===== config.mk =====
export PLATFORM = sky130hd
export DESIGN_NAME = uart_register_datagram_framer_flat
export DESIGN_NICKNAME = d
export VERILOG_FILES = /design/src/rtl/urdf_pkg.sv /design/src/rtl/urdf_req_if.sv /design/src/rtl/urdf_byte_if.sv /design/src/rtl/uart_register_datagram_framer.sv /design/src/flat_wrapper.sv
export SDC_FILE = /design/constraint.sdc
export NUM_CORES = 1
export LEC_CHECK = 0
export BUFFER_PORTS_ARGS = -buffer_cell sky130_fd_sc_hd__buf_2
export CORE_MARGIN = 3
export CORE_UTILIZATION = 55
export CTS_BUF_LIST = sky130_fd_sc_hd__clkbuf_8
export CTS_CLUSTER_DIAMETER = 150
export DETAILED_ROUTE_END_ITERATION = 12
export PLACE_DENSITY_LB_ADDON = 0.05
export SYNTH_ARGS = -nofsm -noshare
export SYNTH_HDL_FRONTEND = slang
export SYNTH_SLANG_ARGS = --single-unit

===== constraint.sdc =====
create_clock -name clk -period 3.78 [get_ports clk]
set_input_delay 0.567 -clock clk [delete_from_list [all_inputs] [get_ports clk]]
set_output_delay 0.567 -clock clk [all_outputs]
set_load 0.01 [all_outputs]

===== src/rtl/urdf_pkg.sv =====
// Shared types, constants and CRC function of the register datagram framer.
`timescale 1ns / 1ps
package urdf_pkg;

  localparam logic [7:0] SYNC_CODE = 8'h05;
  localparam logic [7:0] CRC_POLY  = 8'h07;

  // Access kinds
  localparam logic KIND_READ  = 1'b0;
  localparam logic KIND_WRITE = 1'b1;

  // Datagram lengths in bytes
  localparam logic [3:0] LEN_WRITE = 4'd8;
  localparam logic [3:0] LEN_READ  = 4'd4;

  // Register indexes on the configuration port
  localparam logic REG_NODE_ID = 1'b0;

  // Register stages in front of the serializer
  localparam int PIPE_STAGES = 6;

  // One request as it travels down the CRC pipeline
  typedef struct packed {
    logic        kind;
    logic [1:0]  node;
    logic [6:0]  reg_addr;
    logic [31:0] write_data;
    logic [7:0]  crc;
  } stage_t;

  // CRC-8, poly 0x07, data bits enter LSB first, feedback from CRC bit 7
  function automatic logic [7:0] crc8_byte(input logic [7:0] crc_in,
                                           input logic [7:0] data_in);
    logic [7:0] c;
    logic [7:0] d;
    logic       fb;
    int         b;
    c = crc_in;
    d = data_in;
    for (b = 0; b < 8; b++) begin
      fb = c[7] ^ d[0];
      c  = {c[6:0], 1'b0};
      if (fb) begin
        c = c ^ CRC_POLY;
      end
      d = {1'b0, d[7:1]};
    end
    return c;
  endfunction

  // CRC after the sync byte alone
  localparam logic [7:0] CRC_AFTER_SYNC = crc8_byte(8'h00, SYNC_CODE);

endpackage


===== src/rtl/urdf_req_if.sv =====
// Request channel: one register access per transfer.
`timescale 1ns / 1ps
interface urdf_req_if;
  logic        valid;
  logic        ready;
  logic        kind;
  logic [6:0]  reg_addr;
  logic [31:0] write_data;

  modport source (output valid, kind, reg_addr, write_data, input ready);
  modport sink   (input valid, kind, reg_addr, write_data, output ready);
endinterface


===== src/rtl/urdf_byte_if.sv =====
// Byte channel: one datagram byte per transfer, last marks the CRC byte.
`timescale 1ns / 1ps
interface urdf_byte_if;
  logic       valid;
  logic       ready;
  logic [7:0] tx_byte;
  logic       last;

  modport source (output valid, tx_byte, last, input ready);
  modport sink   (input valid, tx_byte, last, output ready);
endinterface


===== src/rtl/uart_register_datagram_framer.sv =====
// Register access datagram framer: CRC pipeline and byte serializer.
`timescale 1ns / 1ps
// Usage:
//   req  (sink): one register access per transfer; kind selects a read request
//        (4-byte datagram) or a register write (8-byte datagram).
//   rsp  (source): datagram bytes in wire order: sync 0x05, node address,
//        register address with bit 7 set for writes, data MSB first for writes,
//        and a CRC-8 (poly 0x07) byte flagged by last.
//   APB: register 0 at address 0 holds the 2-bit node address; write it only
//        while no request is in flight.
// Path: a request enters the first of six CRC stages, moves on one stage per
//   cycle while the next stage can take it, and loads the serializer from the
//   sixth.
// Throughput: the serializer sends one byte per cycle while rsp.ready is high;
//   a write is 8 bytes, a read request 4. A frame waiting in the final stage
//   loads in the cycle the last byte transfers, leaving no gap. The six-stage
//   pipeline buffers up to six requests; req.ready drops only when all are full.
// Reset clears all valid bits and the node address; nothing is emitted.
// A stall on rsp holds the current byte and backs up the pipeline, with no
//   loss or repetition.
module uart_register_datagram_framer
  import urdf_pkg::*;
(
  input  logic         clk,
  input  logic         rst,
  urdf_req_if.sink     req,
  urdf_byte_if.source  rsp,
  input  logic         psel,
  input  logic         penable,
  input  logic         pwrite,
  input  logic [2:0]   paddr,
  input  logic [31:0]  pwdata,
  output logic [31:0]  prdata,
  output logic         pready
);

  logic [1:0] node_id;

  stage_t                 pipe      [PIPE_STAGES];
  stage_t                 pipe_next [PIPE_STAGES];
  logic [PIPE_STAGES-1:0] pipe_valid;
  logic [PIPE_STAGES-1:0] take;

  logic [63:0] tx_shift;
  logic [3:0]  tx_cnt;
  logic        ser_free;
  logic        load;
  logic [63:0] frame;

  // Configuration register
  assign pready = 1'b1;

  always_ff @(posedge clk) begin
    if (rst) begin
      node_id <= 2'd0;
    end else if (psel && penable && pwrite && pready && paddr[2] == REG_NODE_ID) begin
      node_id <= pwdata[1:0];
    end
  end

  always_comb begin
    prdata = 32'd0;
    if (paddr[2] == REG_NODE_ID) begin
      prdata = {30'd0, node_id};
    end
  end

  // Serializer takes a frame when empty or when its last byte transfers
  assign ser_free = (tx_cnt == 4'd0) || (tx_cnt == 4'd1 && rsp.ready);
  assign load     = pipe_valid[PIPE_STAGES-1] && ser_free;

  // Stage k accepts when empty or when its item moves on
  always_comb begin
    take[PIPE_STAGES-1] = !pipe_valid[PIPE_STAGES-1] || ser_free;
    for (int k = PIPE_STAGES - 2; k >= 0; k--) begin
      take[k] = !pipe_valid[k] || take[k+1];
    end
  end

  assign req.ready = take[0];

  // One CRC byte per stage: node, address, then for writes the four data bytes
  always_comb begin
    pipe_next[0].kind       = req.kind;
    pipe_next[0].node       = node_id;
    pipe_next[0].reg_addr   = req.reg_addr;
    pipe_next[0].write_data = req.write_data;
    pipe_next[0].crc        = crc8_byte(CRC_AFTER_SYNC, {6'd0, node_id});

    pipe_next[1]     = pipe[0];
    pipe_next[1].crc = crc8_byte(pipe[0].crc, {pipe[0].kind, pipe[0].reg_addr});

    for (int k = 2; k < PIPE_STAGES; k++) begin
      pipe_next[k] = pipe[k-1];
      if (pipe[k-1].kind == KIND_WRITE) begin
        pipe_next[k].crc = crc8_byte(pipe[k-1].crc,
                             8'(pipe[k-1].write_data >> (8 * (PIPE_STAGES - 1 - k))));
      end
    end
  end

  // Advance valid bits
  always_ff @(posedge clk) begin
    if (rst) begin
      pipe_valid <= '0;
    end else begin
      if (take[0]) begin
        pipe_valid[0] <= req.valid;
      end
      for (int k = 1; k < PIPE_STAGES; k++) begin
        if (take[k]) begin
          pipe_valid[k] <= pipe_valid[k-1];
        end
      end
    end
  end

  // Advance payload
  always_ff @(posedge clk) begin
    for (int k = 0; k < PIPE_STAGES; k++) begin
      if (take[k]) begin
        pipe[k] <= pipe_next[k];
      end
    end
  end

  // Assemble the datagram from the final stage
  always_comb begin
    if (pipe[PIPE_STAGES-1].kind == KIND_WRITE) begin
      frame = {SYNC_CODE, 6'd0, pipe[PIPE_STAGES-1].node,
               KIND_WRITE, pipe[PIPE_STAGES-1].reg_addr,
               pipe[PIPE_STAGES-1].write_data, pipe[PIPE_STAGES-1].crc};
    end else begin
      frame = {SYNC_CODE, 6'd0, pipe[PIPE_STAGES-1].node,
               KIND_READ, pipe[PIPE_STAGES-1].reg_addr,
               pipe[PIPE_STAGES-1].crc, 32'd0};
    end
  end

  // Byte serializer: load a frame, shift one byte per transfer
  always_ff @(posedge clk) begin
    if (rst) begin
      tx_cnt <= 4'd0;
    end else if (load) begin
      tx_cnt <= (pipe[PIPE_STAGES-1].kind == KIND_WRITE) ? LEN_WRITE : LEN_READ;
    end else if (rsp.valid && rsp.ready) begin
      tx_cnt <= tx_cnt - 4'd1;
    end
  end

  always_ff @(posedge clk) begin
    if (load) begin
      tx_shift <= frame;
    end else if (rsp.valid && rsp.ready) begin
      tx_shift <= {tx_shift[55:0], 8'd0};
    end
  end

  assign rsp.valid   = (tx_cnt != 4'd0);
  assign rsp.tx_byte = tx_shift[63:56];
  assign rsp.last    = (tx_cnt == 4'd1);

  // Requests back up only when every stage holds one
  a_ready_full: assert property (@(posedge clk) disable iff (rst)
    !req.ready |-> (&pipe_valid))
    else $error("request ready dropped with an empty stage");

  // A byte that is not last is followed by another byte of the frame
  a_frame_continues: assert property (@(posedge clk) disable iff (rst)
    (rsp.valid && rsp.ready && !rsp.last) |=> rsp.valid)
    else $error("datagram ended without a last byte");

  // A new frame opens with the sync byte
  a_frame_starts_sync: assert property (@(posedge clk) disable iff (rst)
    (rsp.valid && rsp.ready && rsp.last) ##1 rsp.valid |-> rsp.tx_byte == SYNC_CODE)
    else $error("datagram does not start with the sync byte");

  // A stalled final stage holds its item
  a_tail_holds: assert property (@(posedge clk) disable iff (rst)
    (pipe_valid[PIPE_STAGES-1] && !ser_free) |=>
      (pipe_valid[PIPE_STAGES-1] && $stable(pipe[PIPE_STAGES-1])))
    else $error("final stage lost a stalled request");

endmodule

===== src/flat_wrapper.sv =====
// flat-port wrapper written by rule: the top's interface ports become plain ports
module uart_register_datagram_framer_flat import urdf_pkg::*;
  (clk, rst, psel, penable, pwrite, paddr, pwdata, prdata, pready, req_valid, req_kind, req_reg_addr, req_write_data, req_ready, rsp_valid, rsp_tx_byte, rsp_last, rsp_ready);
  urdf_req_if req_i ();
  urdf_byte_if rsp_i ();
  input  logic clk;
  input  logic rst;
  input  logic psel;
  input  logic penable;
  input  logic pwrite;
  input  logic [2:0] paddr;
  input  logic [31:0] pwdata;
  output logic [31:0] prdata;
  output logic pready;
  input wire logic [$bits(req_i.valid)-1:0] req_valid;
  input wire logic [$bits(req_i.kind)-1:0] req_kind;
  input wire logic [$bits(req_i.reg_addr)-1:0] req_reg_addr;
  input wire logic [$bits(req_i.write_data)-1:0] req_write_data;
  output wire logic [$bits(req_i.ready)-1:0] req_ready;
  output wire logic [$bits(rsp_i.valid)-1:0] rsp_valid;
  output wire logic [$bits(rsp_i.tx_byte)-1:0] rsp_tx_byte;
  output wire logic [$bits(rsp_i.last)-1:0] rsp_last;
  input wire logic [$bits(rsp_i.ready)-1:0] rsp_ready;
  assign req_i.valid = req_valid;
  assign req_i.kind = req_kind;
  assign req_i.reg_addr = req_reg_addr;
  assign req_i.write_data = req_write_data;
  assign req_ready = req_i.ready;
  assign rsp_valid = rsp_i.valid;
  assign rsp_tx_byte = rsp_i.tx_byte;
  assign rsp_last = rsp_i.last;
  assign rsp_i.ready = rsp_ready;
  uart_register_datagram_framer u_core (.clk(clk), .rst(rst), .req(req_i), .rsp(rsp_i), .psel(psel), .penable(penable), .pwrite(pwrite), .paddr(paddr), .pwdata(pwdata), .prdata(prdata), .pready(pready));
endmodule

; ---- Word level (Yosys, flattened, before mapping)
; Memories as Yosys holds them, arrays and structs flattened.
; Index checks and enable logic that the tools add are counted.
[word_totals]
wordCells = 222
out_inout_bits = 44
input_bits = 82
n_memories = 1
mem_bits_rw = 300
ff_bits = 76
[mem_list]
columns = name, words, word_bits, read_ports, rd_ports_with_merged_regs, wr, line
row1 = u_core.pipe, 6, 50, 6, 0, 6, uart_register_datagram_framer.sv:39  ; stage_t pipe [PIPE_STAGES];
[classes]
n_bitwise = 89
add_sub_neg = 1
reduce_logical = 22
muxes = 99
eq_ne = 1
[op_table]
columns = operator, count
row1 = two-way mux 8 bit, 32
row2 = two-way mux 3 bit, 48
row3 = inverter 3 bit, 47
row4 = two-way mux 64 bit, 2
row5 = two-way mux 48 bit, 1
row6 = XOR 1 bit, 40
row7 = two-way mux 1 bit, 12
row8 = two-way mux 4 bit, 3
row9 = logical OR 1 bit, 7
row10 = logical AND 1 bit, 6
row11 = zero test 1 bit, 6
row12 = "equality test 4 x 1 -> 1 bit, second input constant", 1
row13 = zero test 4 bit, 1
row14 = nonzero test 4 bit, 1
row15 = "subtractor 4 x 1 -> 4 bit, second input constant", 1
row16 = two-way mux 2 bit, 1
row17 = nonzero test 2 bit, 1
row18 = inverter 1 bit, 1
row19 = "XOR 1 bit, first input constant", 1

; ---- Longest topological paths before layout
; An unclocked memory read counts as a cell.
[logic_depth]
depth_word = 25
mapped_depth = 8

; ---- Least setup slack after synthesis
; No wires, ideal clock.
[synth_path]
kind = register to register
from = register u_core.tx_cnt[0]
to = memory u_core.pipe[2][0] in the netlist's numbering (enable)
t_arrival_ps = 2909
setup_time_ps = 731
n_path_buf = 0
slack_ps = 140
stages_incl_launch_ff = 7
t_required_ps = 3049
path_cell_list = dfxtp_1 inv_1 ha_1 a21o_1 a21bo_2 nor2_1 nand3_1
[synth_rtl]
columns = element, line
row1 = start: declaration, uart_register_datagram_framer.sv:45  ; logic [3:0] tx_cnt;
row2 = start signal: assignment, uart_register_datagram_framer.sv:145  ; tx_cnt <= (pipe[PIPE_STAGES-1].kind == KIND_WRITE) ? LEN_WRITE : LEN_READ;
row3 = start signal: assignment, uart_register_datagram_framer.sv:147  ; tx_cnt <= tx_cnt - 4'd1;
row4 = end: declaration, uart_register_datagram_framer.sv:39

; ---- Worst setup path in the final report
[layout_path]
from = register u_core.tx_cnt[0]
to = output req_ready
[layout_via]
elab_chain_len = 9
[layout_rtl]
columns = element, line
row1 = equality test 4 x 1 -> 1 bit, uart_register_datagram_framer.sv:69  ; assign ser_free = (tx_cnt == 4'd0) || (tx_cnt == 4'd1 && rsp.ready);
row2 = logical AND 1 bit, uart_register_datagram_framer.sv:69
row3 = logical OR 1 bit (*), uart_register_datagram_framer.sv:69
row4 = logical OR 1 bit (*), uart_register_datagram_framer.sv:74  ; take[PIPE_STAGES-1] = !pipe_valid[PIPE_STAGES-1] || ser_free;
row5 = named net u_core.take[5], uart_register_datagram_framer.sv:42  ; logic [PIPE_STAGES-1:0] take;
row6 = logical OR 1 bit (*) (5 in a row), uart_register_datagram_framer.sv:76  ; take[k] = !pipe_valid[k] || take[k+1];
row7 = end: declaration, flat_wrapper.sv:19  ; output wire logic [$bits(req_i.ready)-1:0] req_ready;
; The timed path passes the listed nets; every way through them passes the cells marked *.

==> metrics.txt <==
Worst Hold Launch req_reg_addr[2]; row count 57; FF+latch count, synth 372; reg2reg start u_core.tx_cnt[0]; max cap viols 0; synthesized area 13900 um^2; I/O Buffers 62; Die X 165 um; Synth Area in Adders 0.270%; Syn Inst Count 807; initial core utilization 56.5%; Routed WL 19.6 mm; P_sw 0.00282 W; placer congestion estimate 0.812; GRT Total Usage 14.9%; TNS Setup 0 ps; Peak supply drop 0.311 mV; # diodes 0; hold buffer count at CTS 0; nets 991; TritonCTS buffer count 57; Worst-Margin Slew 1160 ps; Buf/Inv on CP 2; vias in the first global route 6380; Routed WL per cell 15.3 um; HP Class input port to register; Max stage delay on crit path 470 ps; layout cell share with drive strength beyond 1 17.9%; final setup violating endpoints 0; DRT iter0 DRCs 344; CP cell instances inv_1 > ha_1 > a21o_1 > a21bo_2 > nor2_1 > nand3_2 > buf_2; FMAX 0.314 GHz; WP data arrival 2620 ps; Die Ht 165 um; post_cts resized 0; fin util 63.1%; fin. max-slew vios 0; Reg clk slew, reported paths 60 ps; Bufs on Longest Clock Path 3; CTS tree yes; # Post-CTS Setup Buffers 0; routed via count 6199; Via density 4.85; RSZ-0062 raised after global routing false; Worst Skew 24.2 ps; PD cells 701 nW/um^2; simple-gate share of the synthesized area 6.24%; Placed Area 14400 um^2; outcome completed; critical path peak fanout 7; critical path's slowest cell nor2_1; main combinational cell family by area after synthesis XOR/XNOR gates; Antenna Nets Post-Route 0; Seq/Total Area, Yosys 79.5%; worst-skew pair later-pin latency 560 ps; Leakage 6.05 nW; Worst setup startpoint u_core.tx_cnt[0]; Area Growth Syn to Fin 11.7%; Finished Cell Area 15500 um^2; Worst Setup End Kind output port; DR DRC count 0; Distinct cells, synth 31; Seq pwr share 52.6%; Final min period 3180 ps; XOR/XNOR Fraction of Synth Area 8.66%; number of antenna violations at the first check in global routing 0; area fraction in compound gates after synthesis 1.42%; Final HPWL DP 13.1 mm; syn_area_per_cell 17.2 um^2; post-synthesis mux area share 0.792%; Logic pwr share 19.8%; I/O Pins 126; pin count of the biggest net entering global routing 52; crit-path leading delay family simple AND/OR/NAND/NOR gates; Die ar. 27200 um^2; final cycle utilization of the critical path 84.2%; final hold vios 0; CTS H-tree lvls 2; Congestion Overflow GR 0; Core Region 24600 um^2; EDFF count, synth 360; switching share of total power 25.9%; clock sinks 372; dominant synthesized flop cell edfxtp_1; Crit path required time 3210 ps; DRT Pass-1 Iters 5; ys async rst share 0%; Worst slew margin 22.7%; CTS Root Cell clkbuf_8; Synth warnings 0; internal power 0.00806 W; first-pass GRT wire length 31.6 mm; clock share of power 27.7%; Startpoint Class register; crit path kind register to output port
## logic make-up after synthesis
group           count (synthesis)
simple gates                  192
fa+ha+maj                       3
mux                            11
compound gates                 37
buf+inv                        73
xor+xnor                      117
flops                         372
other cells                     2
## path summary, 6_finish.rpt
kind / end / slack [ps] / cells after the start
setup / recovery: req_ready / 600 / 7
hold / removal: u_core.pipe[0][42] / 170 / 1
setup reg to reg: u_core.pipe[3][11] / 800 / 6
hold reg to reg: u_core.pipe[5][34] / 410 / 0
## power by group through the flow
stage | logic (W) | registers, W | clock network (W)
after floorplan | 0.00183 | 0.00567 | 0
after global placement | 0.00207 | 0.00579 | 0
after detailed placement | 0.00216 | 0.00581 | 0
after CTS | 0.00218 | 0.00573 | 0.00312
after global routing | 0.00239 | 0.00578 | 0.00332
final | 0.00215 | 0.00572 | 0.00301
## synth_stat cells (3+ instances only)
cell | count | area, um^2
edfxtp_1 | 360 | 10800
ha_1 | 3 | 37.5
o21ai_0 | 9 | 45.0
xnor2_1 | 68 | 596
dfxtp_1 | 12 | 240
xnor2_2 | 7 | 114
nor2_1 | 27 | 101
a21oi_1 | 24 | 120
buf_4 | 39 | 293
clkbuf_1 | 23 | 86.3
nand2b_1 | 5 | 31.3
mux2i_1 | 11 | 110
xnor3_1 | 7 | 158
inv_1 | 11 | 41.3
xor2_1 | 33 | 289
nand3_1 | 29 | 145
and2_1 | 13 | 81.3
and3_1 | 10 | 62.6
nand2_1 | 100 | 375
## flip-flops by register name (all words and copies together), names as in the netlist
signal	flops
u_core.pipe	296
u_core.tx_shift	64
u_core.pipe_valid	6
u_core.tx_cnt	4
u_core.node_id	2
## cell type report
cell class / count / area (um^2)
Timing Repair Buffer: 73 / 393
Clock buffer: 66 / 908
Sequential cell: 372 / 11100
Multi-Input combinational cell: 391 / 2550
Clock inverter: 41 / 173
Fill cell: 1828 / 9080
Inverter: 11 / 41.3
Tap cell: 324 / 405
## routing by layer
layer / track usage [%] / up-vias / wire [um]
met4: 6.14 / 0 / 533
li1: - / 3041 / -
met3: 3.76 / 50 / 937
met2: 24.7 / 146 / 9720
met1: 18.9 / 2962 / 8370
met5: 0 / - / 0
## worst reg2reg max path, cell delays in order (launching register included)
cell	delay (ps)
dfxtp_1	420
inv_1	110
ha_1	240
a21o_1	200
a21bo_2	210
nor2_1	470
nand2_2	790
## cells in the final DEF (no fill, tap or decap)
| cell type | count |
|---|---|
| and2_1 | 13 |
| nor3_1 | 2 |
| conb_1 | 31 |
| nand2b_1 | 5 |
| xnor3_1 | 7 |
| nor3b_2 | 1 |
| xor2_1 | 33 |
| nand3_1 | 26 |
| xnor2_1 | 68 |
| or2_2 | 1 |
| o21ai_0 | 9 |
| nor4_2 | 1 |
| nand4b_1 | 1 |
| a211oi_1 | 2 |
| clkinv_1 | 19 |
| a21o_1 | 1 |
| a21bo_2 | 1 |
| xnor2_2 | 7 |
| nand2b_4 | 1 |
| and3_1 | 10 |
| clkbuf_8 | 66 |
| a21oi_1 | 24 |
| inv_1 | 20 |
| dfxtp_1 | 12 |
| clkinv_2 | 11 |
| nand2_1 | 98 |
| buf_4 | 11 |
| nand3_2 | 3 |
| inv_2 | 1 |
| ha_1 | 3 |
| buf_2 | 62 |
| edfxtp_1 | 360 |
| nand2_2 | 2 |
| nor2b_1 | 1 |
| xnor3_2 | 2 |
| inv_6 | 1 |
| nor2_1 | 27 |
| mux2i_1 | 11 |
## metrics by stage
stage | power, W | instances | hold slack, ps | setup WS (ps)
final | 0.0109 | 1278 | 173 | 597
after global routing | 0.0115 | 1278 | 125 | 425
after CTS | 0.0110 | 1278 | 114 | 540
after detailed placement | 0.00797 | 1171 | 405 | 786
after global placement | 0.00786 | 1171 | 400 | 919
after floorplan | 0.00750 | 836 | 400 | 140
Power figures use the tool's default switching activity.
